## src/rtl/assert_macros.svh

```systemverilog
// ---------------------------------------------------------------------------
// assert_macros.svh
// assertion helpers for the rtl, compiled out when SYNTH is defined
// ---------------------------------------------------------------------------
`ifndef ASSERT_MACROS_SVH
`define ASSERT_MACROS_SVH

`ifndef SYNTH

// antecedent implies consequent in the same cycle
`define ASSERT_IMPL(label, clk, rst, ante, cons) \
  label: assert property (@(posedge clk) disable iff (rst) (ante) |-> (cons)) \
    else $error("assertion failed");

// antecedent implies a delayed consequent, the delay given by n
`define ASSERT_DELAY(label, clk, rst, ante, n, cons) \
  label: assert property (@(posedge clk) disable iff (rst) (ante) |-> ##(n) (cons)) \
    else $error("assertion failed");

`else

`define ASSERT_IMPL(label, clk, rst, ante, cons)
`define ASSERT_DELAY(label, clk, rst, ante, n, cons)

`endif

`endif

```

## src/rtl/swrmf_pkg.sv

```systemverilog
// ---------------------------------------------------------------------------
// swrmf_pkg
// types and constants of the shallow-water momentum flux block
// ---------------------------------------------------------------------------
package swrmf_pkg;

  localparam int DATA_W        = 32;
  localparam int FRAC_BITS_DEF = 16;
  localparam int Q_W           = 64;
  localparam int ROOT_W_DEF    = (63 + FRAC_BITS_DEF) / 2;

  typedef logic signed [Q_W-1:0] q_t;

  // internal clip level, +-(2^62-1)
  localparam q_t LIM = 64'sh3FFF_FFFF_FFFF_FFFF;

  typedef struct packed {
    logic signed [DATA_W-1:0] vel_left;
    logic signed [DATA_W-1:0] vel_right;
    logic signed [DATA_W-1:0] depth_left;
    logic signed [DATA_W-1:0] depth_right;
  } in_t;

  typedef struct packed {
    logic signed [DATA_W-1:0] flux;
    logic                     saturated;
  } out_t;

endpackage

```

## src/rtl/swrmf_sqrt_cell.sv

```systemverilog
// ---------------------------------------------------------------------------
// swrmf_sqrt_cell
// one bit of a restoring square root, registered toward the next cell
// ---------------------------------------------------------------------------
module swrmf_sqrt_cell #(
  parameter int ROOT_W = swrmf_pkg::ROOT_W_DEF,
  parameter int BIT    = 0
) (
  input  logic                  clk,
  input  logic [2*ROOT_W-1:0]   rem_i,
  input  logic [ROOT_W-1:0]     root_i,
  output logic [2*ROOT_W-1:0]   rem_o,
  output logic [ROOT_W-1:0]     root_o
);
  localparam int X_W = 2 * ROOT_W;
  localparam int D_W = X_W + 1;

  logic [D_W-1:0] d;
  logic           take;

  // (r + 2^b)^2 - r^2 = r*2^(b+1) + 2^(2b)
  always_comb begin
    d    = (D_W'(root_i) << (BIT + 1)) | (D_W'(1) << (2 * BIT));
    take = {1'b0, rem_i} >= d;
  end

  always_ff @(posedge clk) begin
    rem_o  <= take ? rem_i - d[X_W-1:0] : rem_i;
    root_o <= take ? (root_i | (ROOT_W'(1) << BIT)) : root_i;
  end

endmodule
```

## config.mk

```make
export PLATFORM = sky130hd
export DESIGN_NAME = swrmf_sqrt_cell
export DESIGN_NICKNAME = d
export VERILOG_FILES = /design/src/rtl/assert_macros.svh /design/src/rtl/swrmf_pkg.sv /design/src/rtl/swrmf_sqrt_cell.sv
export SDC_FILE = /design/constraint.sdc
export NUM_CORES = 1
export LEC_CHECK = 0
export ABC_CLOCK_PERIOD_IN_PS = 5550
export BUFFER_PORTS_ARGS = -buffer_cell sky130_fd_sc_hd__clkbuf_2
export CAP_MARGIN = 20
export CORE_ASPECT_RATIO = 0.75
export CORE_UTILIZATION = 39
export DETAILED_ROUTE_END_ITERATION = 10
export PLACE_DENSITY_LB_ADDON = 0.1
export SYNTH_ARGS = -nofsm -noshare
export SYNTH_HDL_FRONTEND = slang
export SYNTH_SLANG_ARGS = --single-unit
```

## constraint.sdc

```tcl
create_clock -name clk -period 5.55 [get_ports clk]
set_clock_uncertainty 0.2 [all_clocks]
set_input_delay 0.555 -clock clk [delete_from_list [all_inputs] [get_ports clk]]
set_output_delay 0.555 -clock clk [all_outputs]
set_load 0.02 [all_outputs]
```

# Word level (Yosys, flattened, before mapping)
# Index checks and enable logic that the tools add are counted.
# word_totals
reg_bits,117
inputBits,118
# classes
add_sub_neg,1
n_lt_le_gt_ge,1
muxes,1
# ops
cell,count
78-bit by 40-bit >= comparator with 1-bit output,1
78-bit two-way mux,1
78-bit by 40-bit subtractor with 78-bit output,1

# Longest topological paths before layout
# Gate-level depths: netlist of run 1.
# depth
depth_word,2
depth_mapped,14

# Worst setup path after synthesis of run 1
# No wires, ideal clock.
# synth_timing
kind,input to register
from,input rem_i[63]
to,register rem_o[67]
t_arrival_ps,3159
required_time_ps,5216
setup_slack_ps,2058
cell_stages,11
n_path_buf,2
path_cell_list,or4_4 > or4_4 > nor4_2 > o21ai_1 > or4_4 > or2_1 > buf_6 > nand4_1 > buf_4 > nor4_1 > xor2_1
# synth_via
elab_chain_len,2
word_cells_on_any_way,3
cone_classes,add/sub (1); order compare (1); mux (1)
# synth_rtl
item,line_no,source
start: declaration,swrmf_sqrt_cell.sv:10,"input logic [2*ROOT_W-1:0] rem_i,"
78-bit by 40-bit subtractor with 78-bit output or 78-bit by 40-bit >= comparator with 1-bit output (tied branches),"swrmf_sqrt_cell.sv:28, swrmf_sqrt_cell.sv:24",
78-bit two-way mux *,swrmf_sqrt_cell.sv:28,rem_o <= take ? rem_i - d[X_W-1:0] : rem_i;
end signal: assignment,swrmf_sqrt_cell.sv:28,
end: declaration,swrmf_sqrt_cell.sv:12,"output logic [2*ROOT_W-1:0] rem_o,"
# Every way passes the cells marked *; elsewhere a longest branch is shown, timed or not.
# A chain may end at the register's enable or synchronous reset.

# Worst setup path in the final report of run 1
# layout_timing
from,input rem_i[1]
to,register rem_o[67]
# The elaborated chain is that of the path after synthesis.

==> results of run 1 <==
[power groups by stage]
stage | clock network (W) | registers [W] | logic [W]
after floorplan | 0 | 0.00111 | 0.000285
after global placement | 0 | 0.000982 | 0.000651
after detailed placement | 0 | 0.000983 | 0.000650
after CTS | 0.00111 | 0.000966 | 0.000655
after global routing | 0.00115 | 0.000975 | 0.000715
final | 0.00109 | 0.000965 | 0.000655
[per-stage QoR]
stage | area (um2) | instances | worst slack [ns] | hold WS, ns | utilization
after detailed placement | 7700 | 1186 | 1.31 | 0.474 | 0.481
after CTS | 8280 | 1218 | 1.72 | 0.0289 | 0.517
final | 8280 | 1218 | 1.68 | 0.0461 | 0.517
after global routing | 8280 | 1218 | 1.36 | 0.0259 | 0.517
after global placement | 7700 | 1186 | 1.48 | 0.474 | 0.481
after floorplan | 6370 | 771 | 2.06 | 0.383 | -
[Yosys cell counts (4+ instances only)]
cell | instances | area (um2)
a21o_1 | 15 | 113
xnor2_1 | 44 | 385
nand2_1 | 95 | 357
nor4_1 | 24 | 150
nand2b_1 | 4 | 25.0
buf_2 | 5 | 25.0
dfxtp_1 | 117 | 2340
a211oi_1 | 4 | 30.0
nor3_1 | 13 | 65.1
inv_1 | 52 | 195
o21bai_1 | 8 | 60.1
nand4_1 | 24 | 150
ha_1 | 40 | 500
clkbuf_1 | 26 | 97.6
o21ai_0 | 69 | 345
o21a_1 | 5 | 37.5
and2_1 | 4 | 25.0
and4_1 | 4 | 35.0
nand3_1 | 17 | 85.1
nor2b_1 | 4 | 25.0
and3_1 | 5 | 31.3
nor2_1 | 42 | 158
xor2_1 | 33 | 289
or4_1 | 4 | 30.0
a21oi_1 | 48 | 240
[sequential cells by signal (all words and copies together) (netlist names)]
| signal | count |
|---|---|
| rem_o | 78 |
| root_o | 39 |
[layer usage]
| metal | global-route usage | up-vias | wire [um] |
|---|---|---|---|
| met3 | 0.0577 | 22 | 1350 |
| li1 | - | 3169 | - |
| met1 | 0.338 | 2818 | 9680 |
| met2 | 0.320 | 250 | 7670 |
| met4 | 0.0769 | 0 | 226 |
| met5 | 0 | - | 0 |
[cell families (layout without fill, tap and decap cells)]
kind of cell,count (synthesis),after routing,synth area share
flops,117,117,0.367
xor+xnor,77,77,0.106
compound gates,181,181,0.171
simple gates,269,269,0.219
buf+inv,86,323,0.0546
fa+ha+maj,41,41,0.0817
[worst paths after layout]
| path | startpoint | to | slack (ns) | depth (start not counted) |
|---|---|---|---|---|
| hold / removal | root_i[2] | root_o[2] | 0.05 | 1 |
| setup / recovery | rem_i[1] | rem_o[67] | 1.68 | 12 |
[cell type report]
type	count	area share
clock buffer	20	0.0551
clock inverter	12	0.0156
timing repair buffer	239	0.146
tap	210	0.0317
sequential	117	0.283
inverter	52	0.0236
multi-input combinational	568	0.445
==> qor.csv, run 1 <==
stage;metric;value;unit
run_status;status;complete, no violations;
timing;post-route-period-util;0.697;
clock_tree;htreeDepth;4;
layout;mostFrequentLayoutCell;clkbuf_2;
global_route;track_usage;0.230;
setup_path;worst-setup-path-type;input port to register;
setup_path;path_cells;clkbuf_2, inv_1, fa_1, nor2b_1, o2111ai_1, a211oi_1, o31ai_1, a21oi_1, or2_1, nand4_1, nor4_1, xor2_1;
power;power_density;327;nW/um2
clock_tree;numCtsBuffers;17;
global_route;grt_pass1_vias;5840;
synthesis;syn_nets;930;
layout;nFillCells;1612;
global_route;grt_pass1_wl;29900;um
power;finalPower;0.00271;W
route;vias_per_cell;5.14;
layout;antenna_cells;0;
placed_design;io_buffer_count;234;
timing;rsz0062_at_grt;false;
setup_path;worst_path_max_delay_cell;nand4_1;
global_route;grt-ovfl-total;0;
layout;syn2layout_area_growth;30.0;%
global_route;grt_max_degree;42;
layout;final_cell_mix;clkbuf_2, dfxtp_1, nand2_1, o21ai_0, inv_1;
floorplanning;initial_core_util;0.398;
placed_design;gp_congestion;0.903;
setup_path;crit_path_end_kind;register;
synthesis;ys_async_sr_fraction;0;
route;vias;6259;
timing;finalSetupViolCount;0;
floorplanning;die_h;113;um
synthesis;syn_inst;771;
clock_tree;cts-root-buf;clkbuf_16;
min_path;hold_path.class;input port to register;
clock_tree;cts_hold_buf;0;
clock_tree;clkTransAtPathRegs;0.06;ns
synthesis;synth-seq-cells;117;
run;cap_violations;0;
power;switchingPower;0.000845;W
setup_path;crit_path_max_incr_delay;0.53;ns
timing;fmax;0.258;GHz
layout;drive_above_1_share;0.286;
setup_path;crit_family;simple AND/OR/NAND/NOR gates;
power;switching_share;0.312;
synthesis;synth_edf_count;0;
setup_path;arrival;4.02;ns
synthesis;syn_avg_cell_area;8.27;um2
power;internal_power;0.00186;W
floorplanning;die_area;16900;um2
floorplanning;core_area;16000;um2
power;p_leak;3.83;nW
timing;max-slew-margin-rel;0.302;
placed_design;dp_hpwl;15200;um
global_route;antenna_found_initial;0;
route;route.detailed.drc;0;
power;power.clock.fraction;0.401;
timing;hold_viol;0;
synthesis;synth_ff_type;dfxtp_1;
floorplanning;rows;40;
power;ir_worst_vdd;0.182;mV
synthesis;ys_seq_area_frac;0.367;
setup_path;critPathMaxFanout;11;
layout;area.sequential;2340;um2
timing;setup_tns;0;ns
route;drtIter0Drc;508;
timing;worst-slew-pin-transition;1.03;ns
synthesis;synth.cell_area;6370;um2
timing;finalCriticalPeriod;3.87;ns
setup_path;critPathBufInv;2;
clock_tree;post-cts-setup-buffers;0;
route;first_pass_iters;6;
floorplanning;ioPinCount;235;
route;post_drt_wl_per_cell;15.5;um
route;drtAntennaViolNets;0;
floorplanning;die_w;150;um
route;wirelength;18900;um
layout;nets;1154;
power;power_frac_seq;0.357;
layout;multi_input_area;3690;um2
synthesis;ys_warn_count;0;
clock_tree;cts_sinks;117;
setup_path;cp.required;5.70;ns
synthesis;synthDistinctLibCells;66;
timing;slew_viol_final;0;
setup_path;crit_path_start_kind;input port;
power;p_comb_frac;0.242;
clock_tree;cts_tree;yes;
clock_tree;ctsResizeCount;0;
clock_tree;ctsLongestPathBuffers;2;
Note: power is estimated with default switching activity, not from simulation.
==> run 2, diff against run 1 <==
--- a/config.mk
+++ b/config.mk
@@ -5,7 +5,7 @@
 export SDC_FILE = /design/constraint.sdc
 export NUM_CORES = 1
 export LEC_CHECK = 0
-export ABC_CLOCK_PERIOD_IN_PS = 5550
+export ABC_CLOCK_PERIOD_IN_PS = 3400
 export BUFFER_PORTS_ARGS = -buffer_cell sky130_fd_sc_hd__clkbuf_2
 export CAP_MARGIN = 20
 export CORE_ASPECT_RATIO = 0.75
==> constraint.sdc (replaced) <==
create_clock -name clk -period 3.4 [get_ports clk]
set_clock_uncertainty 0.2 [all_clocks]
set_input_delay 0.34 -clock clk [delete_from_list [all_inputs] [get_ports clk]]
set_output_delay 0.34 -clock clk [all_outputs]
set_load 0.02 [all_outputs]
==> qor.csv, run 2 (synthesis results as in run 1) <==
stage;metric;value;unit
setup_path;worst_path_max_delay_cell;or4_4;
layout;largest_register_ffs;78;
min_path;hp-start;rem_i[31];
placed_design;pre_cts_ws;-0.217;ns
power;p_leak;4.63;nW
placed_design;dp_cells;1258;
setup_path;worst-setup-path-type;input port to register;
route;route.detailed.drc;0;
timing;hold_viol;0;
global_route;grt_pass1_wl;33100;um
clock_tree;cts-root-buf;clkbuf_16;
layout;mostFrequentLayoutCell;clkbuf_2;
power;power_density;470;nW/um2
global_route;grt_max_degree;57;
clock_tree;ctsLongestPathBuffers;2;
setup_path;cp.required;3.50;ns
clock_tree;htreeDepth;4;
floorplanning;initial_core_util;0.398;
clock_tree;numCtsBuffers;17;
placed_design;gp_congestion;0.938;
timing;rsz0062_at_grt;true;
route;drtIter0Drc;504;
placed_design;dp_hpwl;16000;um
layout;area.sequential;2340;um2
timing;hold_ws;0.0122;ns
timing;worst-slew-pin-transition;0.842;ns
timing;post-route-period-util;0.974;
layout;final_cell_mix;clkbuf_2, dfxtp_1, dlygate4sd3_1, nand2_1, buf_4;
layout;top_register;rem_o;
clock_tree;cts_tree;yes;
timing;worst_slack;0.0896;ns
route;first_pass_iters;5;
layout;syn2layout_area_growth;55.4;%
clock_tree;cts_sinks;117;
floorplanning;die_w;150;um
placed_design;io_buffer_count;234;
route;vias;7061;
setup_path;crit_path_end_kind;register;
route;drtAntennaViolNets;0;
floorplanning;core_area;16000;um2
global_route;grt-ovfl-total;0;
floorplanning;ioPinCount;235;
power;finalPower;0.00465;W
route;post_drt_wl_per_cell;15.1;um
timing;finalCriticalPeriod;3.31;ns
setup_path;critPathMaxFanout;8;
global_route;track_usage;0.251;
min_path;min_path_cells;3;
layout;drive_above_1_share;0.317;
setup_path;arrival;3.41;ns
layout;nets;1324;
floorplanning;rows;40;
clock_tree;post-cts-setup-buffers;0;
route;wirelength;21000;um
run_status;status;complete, no violations;
setup_path;crit_path_max_incr_delay;0.58;ns
layout;antenna_cells;0;
timing;finalSetupViolCount;0;
setup_path;cp_common_cell;or4_4;
power;ir_worst_vdd;0.320;mV
layout;instances_no_fill;1388;
global_route;antenna_found_initial;0;
layout;multi_input_area;3760;um2
timing;fmax;0.302;GHz
run;cap_violations;0;
layout;nFillCells;1456;
setup_path;crit_path_start_kind;input port;
min_path;hold_end;rem_o[31];
clock_tree;clkTransAtPathRegs;0.06;ns
floorplanning;die_area;16900;um2
global_route;grt_pass1_vias;6576;
timing;max-slew-margin-rel;0.434;
timing;setup_tns;0;ns
floorplanning;die_h;113;um
layout;reg_top3;rem_o x78, root_o x39;
setup_path;path_cells;dlygate4sd3_1, clkbuf_2, or4_4, nor4_4, o21ai_2, or4_4, or2_4, nand4_1, buf_4, nor4_1, xor2_1;
route;vias_per_cell;5.09;
timing;slew_viol_final;0;
min_path;hold_path.class;input port to register;
## run 2: final cells by class
type,count,share of cell area
clock buffer,19,0.0457
clock inverter,13,0.0149
inverter,52,0.0197
multi-input combinational,568,0.380
sequential,117,0.237
tap,210,0.0265
timing repair buffer,409,0.277
## run 2: per-stage QoR
| stage | area [um2] | util |
|---|---|---|
| final | 9900 | 0.618 |
| after detailed placement | 8250 | 0.515 |
| after CTS | 9830 | 0.614 |
| after global routing | 9900 | 0.618 |
| after floorplan | 6370 | - |
| after global placement | 8250 | 0.515 |
## run 2: worst max-delay path, delay by kind of cell
kind                   cells  cell delay [ns]
AO/OA/AOI/OAI              1             0.10
XOR/XNOR                   1             0.14
buffers and inverters      3             0.86
AND/OR/NAND/NOR            6             1.95
## run 2: where the power goes
| part | switching, W | internal [W] |
|---|---|---|
| registers | 0.0000439 | 0.00153 |
| clock network | 0.000694 | 0.00113 |
| logic | 0.000721 | 0.000534 |
## run 2: how the worst max path moves through the flow
stage / endpoint / slack [ns] / cells after the start / from
2_1_floorplan: rem_o[67] / 0.12 / 11 / rem_i[63]
3_3_place_gp: rem_o[57] / -0.12 / 11 / rem_i[63]
3_5_place_dp: rem_o[67] / -0.22 / 11 / rem_i[63]
4_1_cts: rem_o[55] / 0.02 / 14 / root_i[16]
5_1_grt: rem_o[77] / -0.001 / 11 / rem_i[68]
6_report: rem_o[77] / 0.09 / 11 / rem_i[68]
## run 2: layer usage
metal	vias up	part of all wire	GRT usage	wire [um]
met1	3276	0.50	0.365	10400
met5	-	0	0	0
met3	14	0.074	0.0649	1550
li1	3514	-	-	-
met2	257	0.42	0.362	8860
met4	0	0.0085	0.0667	179
## run 2: timing repair
item	4_1_cts	5_1_grt
hold buffers	98	0
setup endpoints to repair	0	70
gates resized for setup	0	17
hold endpoints to repair	98	0
==> run 3, diff against run 2 <==
--- a/config.mk
+++ b/config.mk
@@ -5,10 +5,11 @@
 export SDC_FILE = /design/constraint.sdc
 export NUM_CORES = 1
 export LEC_CHECK = 0
-export ABC_CLOCK_PERIOD_IN_PS = 3400
+export ABC_CLOCK_PERIOD_IN_PS = 4030
 export BUFFER_PORTS_ARGS = -buffer_cell sky130_fd_sc_hd__clkbuf_2
 export CAP_MARGIN = 20
 export CORE_ASPECT_RATIO = 0.75
+export CORE_MARGIN = 2
 export CORE_UTILIZATION = 39
 export DETAILED_ROUTE_END_ITERATION = 10
 export PLACE_DENSITY_LB_ADDON = 0.1
==> constraint.sdc (replaced) <==
create_clock -name clk -period 4.03 [get_ports clk]
set_clock_uncertainty 0.2 [all_clocks]
set_input_delay 0.403 -clock clk [delete_from_list [all_inputs] [get_ports clk]]
set_output_delay 0.403 -clock clk [all_outputs]
set_load 0.02 [all_outputs]
==> qor.csv, run 3 (synthesis results as in run 1) <==
stage;metric;value;unit
global_route;grt-ovfl-total;0;
placed_design;pre_cts_ws;0.230;ns
global_route;grt_max_degree;72;
floorplanning;core_area;16000;um2
route;vias;6518;
route;first_pass_iters;5;
layout;antenna_cells;0;
placed_design;io_buffer_count;234;
floorplanning;rows;40;
setup_path;worstSetupStartpoint;rem_i[66];
layout;final_cell_mix;clkbuf_2, dfxtp_1, nand2_1, o21ai_0, dlygate4sd3_1;
global_route;grt_pass1_wl;31400;um
route;wirelength;19900;um
global_route;track_usage;0.230;
route;drtIter0Drc;480;
global_route;grt_pass1_vias;6234;
power;p_leak;4.12;nW
min_path;hold_path.class;input port to register;
layout;reg_top3;rem_o x78, root_o x39;
clock_tree;ctsLongestPathBuffers;2;
setup_path;critPathMaxFanout;11;
clock_tree;cts-root-buf;clkbuf_16;
timing;fmax;0.258;GHz
clock_tree;cts_tree;yes;
run;cap_violations;0;
timing;rsz0062_at_grt;false;
layout;largest_register_ffs;78;
clock_tree;numCtsBuffers;17;
placed_design;dp_cells;1192;
timing;worst-slew-pin-transition;0.828;ns
layout;instances_no_fill;1281;
layout;nFillCells;1583;
power;power_density;433;nW/um2
setup_path;worst-setup-path-type;input port to register;
run_status;status;complete, no violations;
layout;top_register;rem_o;
layout;area.sequential;2340;um2
layout;nets;1217;
layout;drive_above_1_share;0.276;
route;route.detailed.drc;0;
setup_path;cp.required;4.11;ns
min_path;hp-start;rem_i[4];
timing;finalSetupViolCount;0;
timing;slew_viol_final;0;
timing;hold_ws;0.0136;ns
floorplanning;die_h;115;um
setup_path;crit_path_start_kind;input port;
timing;max-slew-margin-rel;0.443;
timing;worst_slack;0.150;ns
placed_design;gp_congestion;0.895;
layout;multi_input_area;3690;um2
global_route;antenna_found_initial;0;
power;ir_worst_vdd;0.291;mV
placed_design;dp_hpwl;15400;um
timing;setup_tns;0;ns
floorplanning;initial_core_util;0.398;
clock_tree;cts_sinks;117;
clock_tree;clkTransAtPathRegs;0.06;ns
clock_tree;htreeDepth;4;
setup_path;arrival;3.96;ns
timing;finalCriticalPeriod;3.88;ns
route;post_drt_wl_per_cell;15.5;um
timing;post-route-period-util;0.963;
layout;syn2layout_area_growth;40.5;%
timing;hold_viol;0;
route;vias_per_cell;5.09;
layout;mostFrequentLayoutCell;clkbuf_2;
setup_path;crit_path_end_kind;register;
floorplanning;ioPinCount;235;
route;drtAntennaViolNets;0;
floorplanning;die_area;17400;um2
floorplanning;die_w;152;um
-- run 3: path summary, 6_finish.rpt --
check | endpoint | slack [ns] | depth (start not counted)
min | rem_o[4] | 0.01 | 3
max | rem_o[57] | 0.15 | 12
-- run 3: worst max-delay path, cell delays in order --
cell	delay (ns)
dlygate4sd3_1	0.53
clkbuf_2	0.13
or4_4	0.53
or4_4	0.44
nor4_2	0.29
o21ai_1	0.14
or4_4	0.58
or2_1	0.36
nand4_1	0.11
buf_4	0.21
nor4_1	0.08
xor2_1	0.14
-- run 3: power breakdown --
part           total (W)  internal, W  switching [W]  leakage, nW
registers        0.00133      0.00129      0.0000356        0.987
clock network    0.00159      0.00101       0.000575        0.297
logic           0.000955     0.000369       0.000586         2.83
-- run 3: per-stage QoR --
step | area, um2 | util | total power (W)
floorplan | 6370 | - | 0.00192
global placement | 7750 | 0.484 | 0.00226
detailed placement | 7750 | 0.484 | 0.00226
CTS | 8950 | 0.559 | 0.00390
global route | 8950 | 0.559 | 0.00406
finish | 8950 | 0.559 | 0.00387
-- run 3: final cells by class --
cell class                      count  area share
Timing Repair Buffer              302       0.205
Tap cell                          210      0.0294
Clock buffer                       19      0.0506
Multi-Input combinational cell    568       0.412
Sequential cell                   117       0.262
Clock inverter                     13      0.0190
Inverter                           52      0.0218
-- run 3: timing repair --
item,4_1_cts,5_1_grt
resized for setup,0,1
hold buffers,57,0
endpoints found under the setup margin,0,7
hold endpoints to repair,57,0
buffers inserted,0,0
-- run 3: metal layers --
| metal | vias up | track usage | share of wire |
|---|---|---|---|
| met1 | 2976 | 0.341 | 0.50 |
| met4 | 0 | 0.0599 | 0.0099 |
| met5 | - | 0 | 0 |
| met2 | 216 | 0.338 | 0.42 |
| li1 | 3311 | - | - |
| met3 | 15 | 0.0478 | 0.064 |
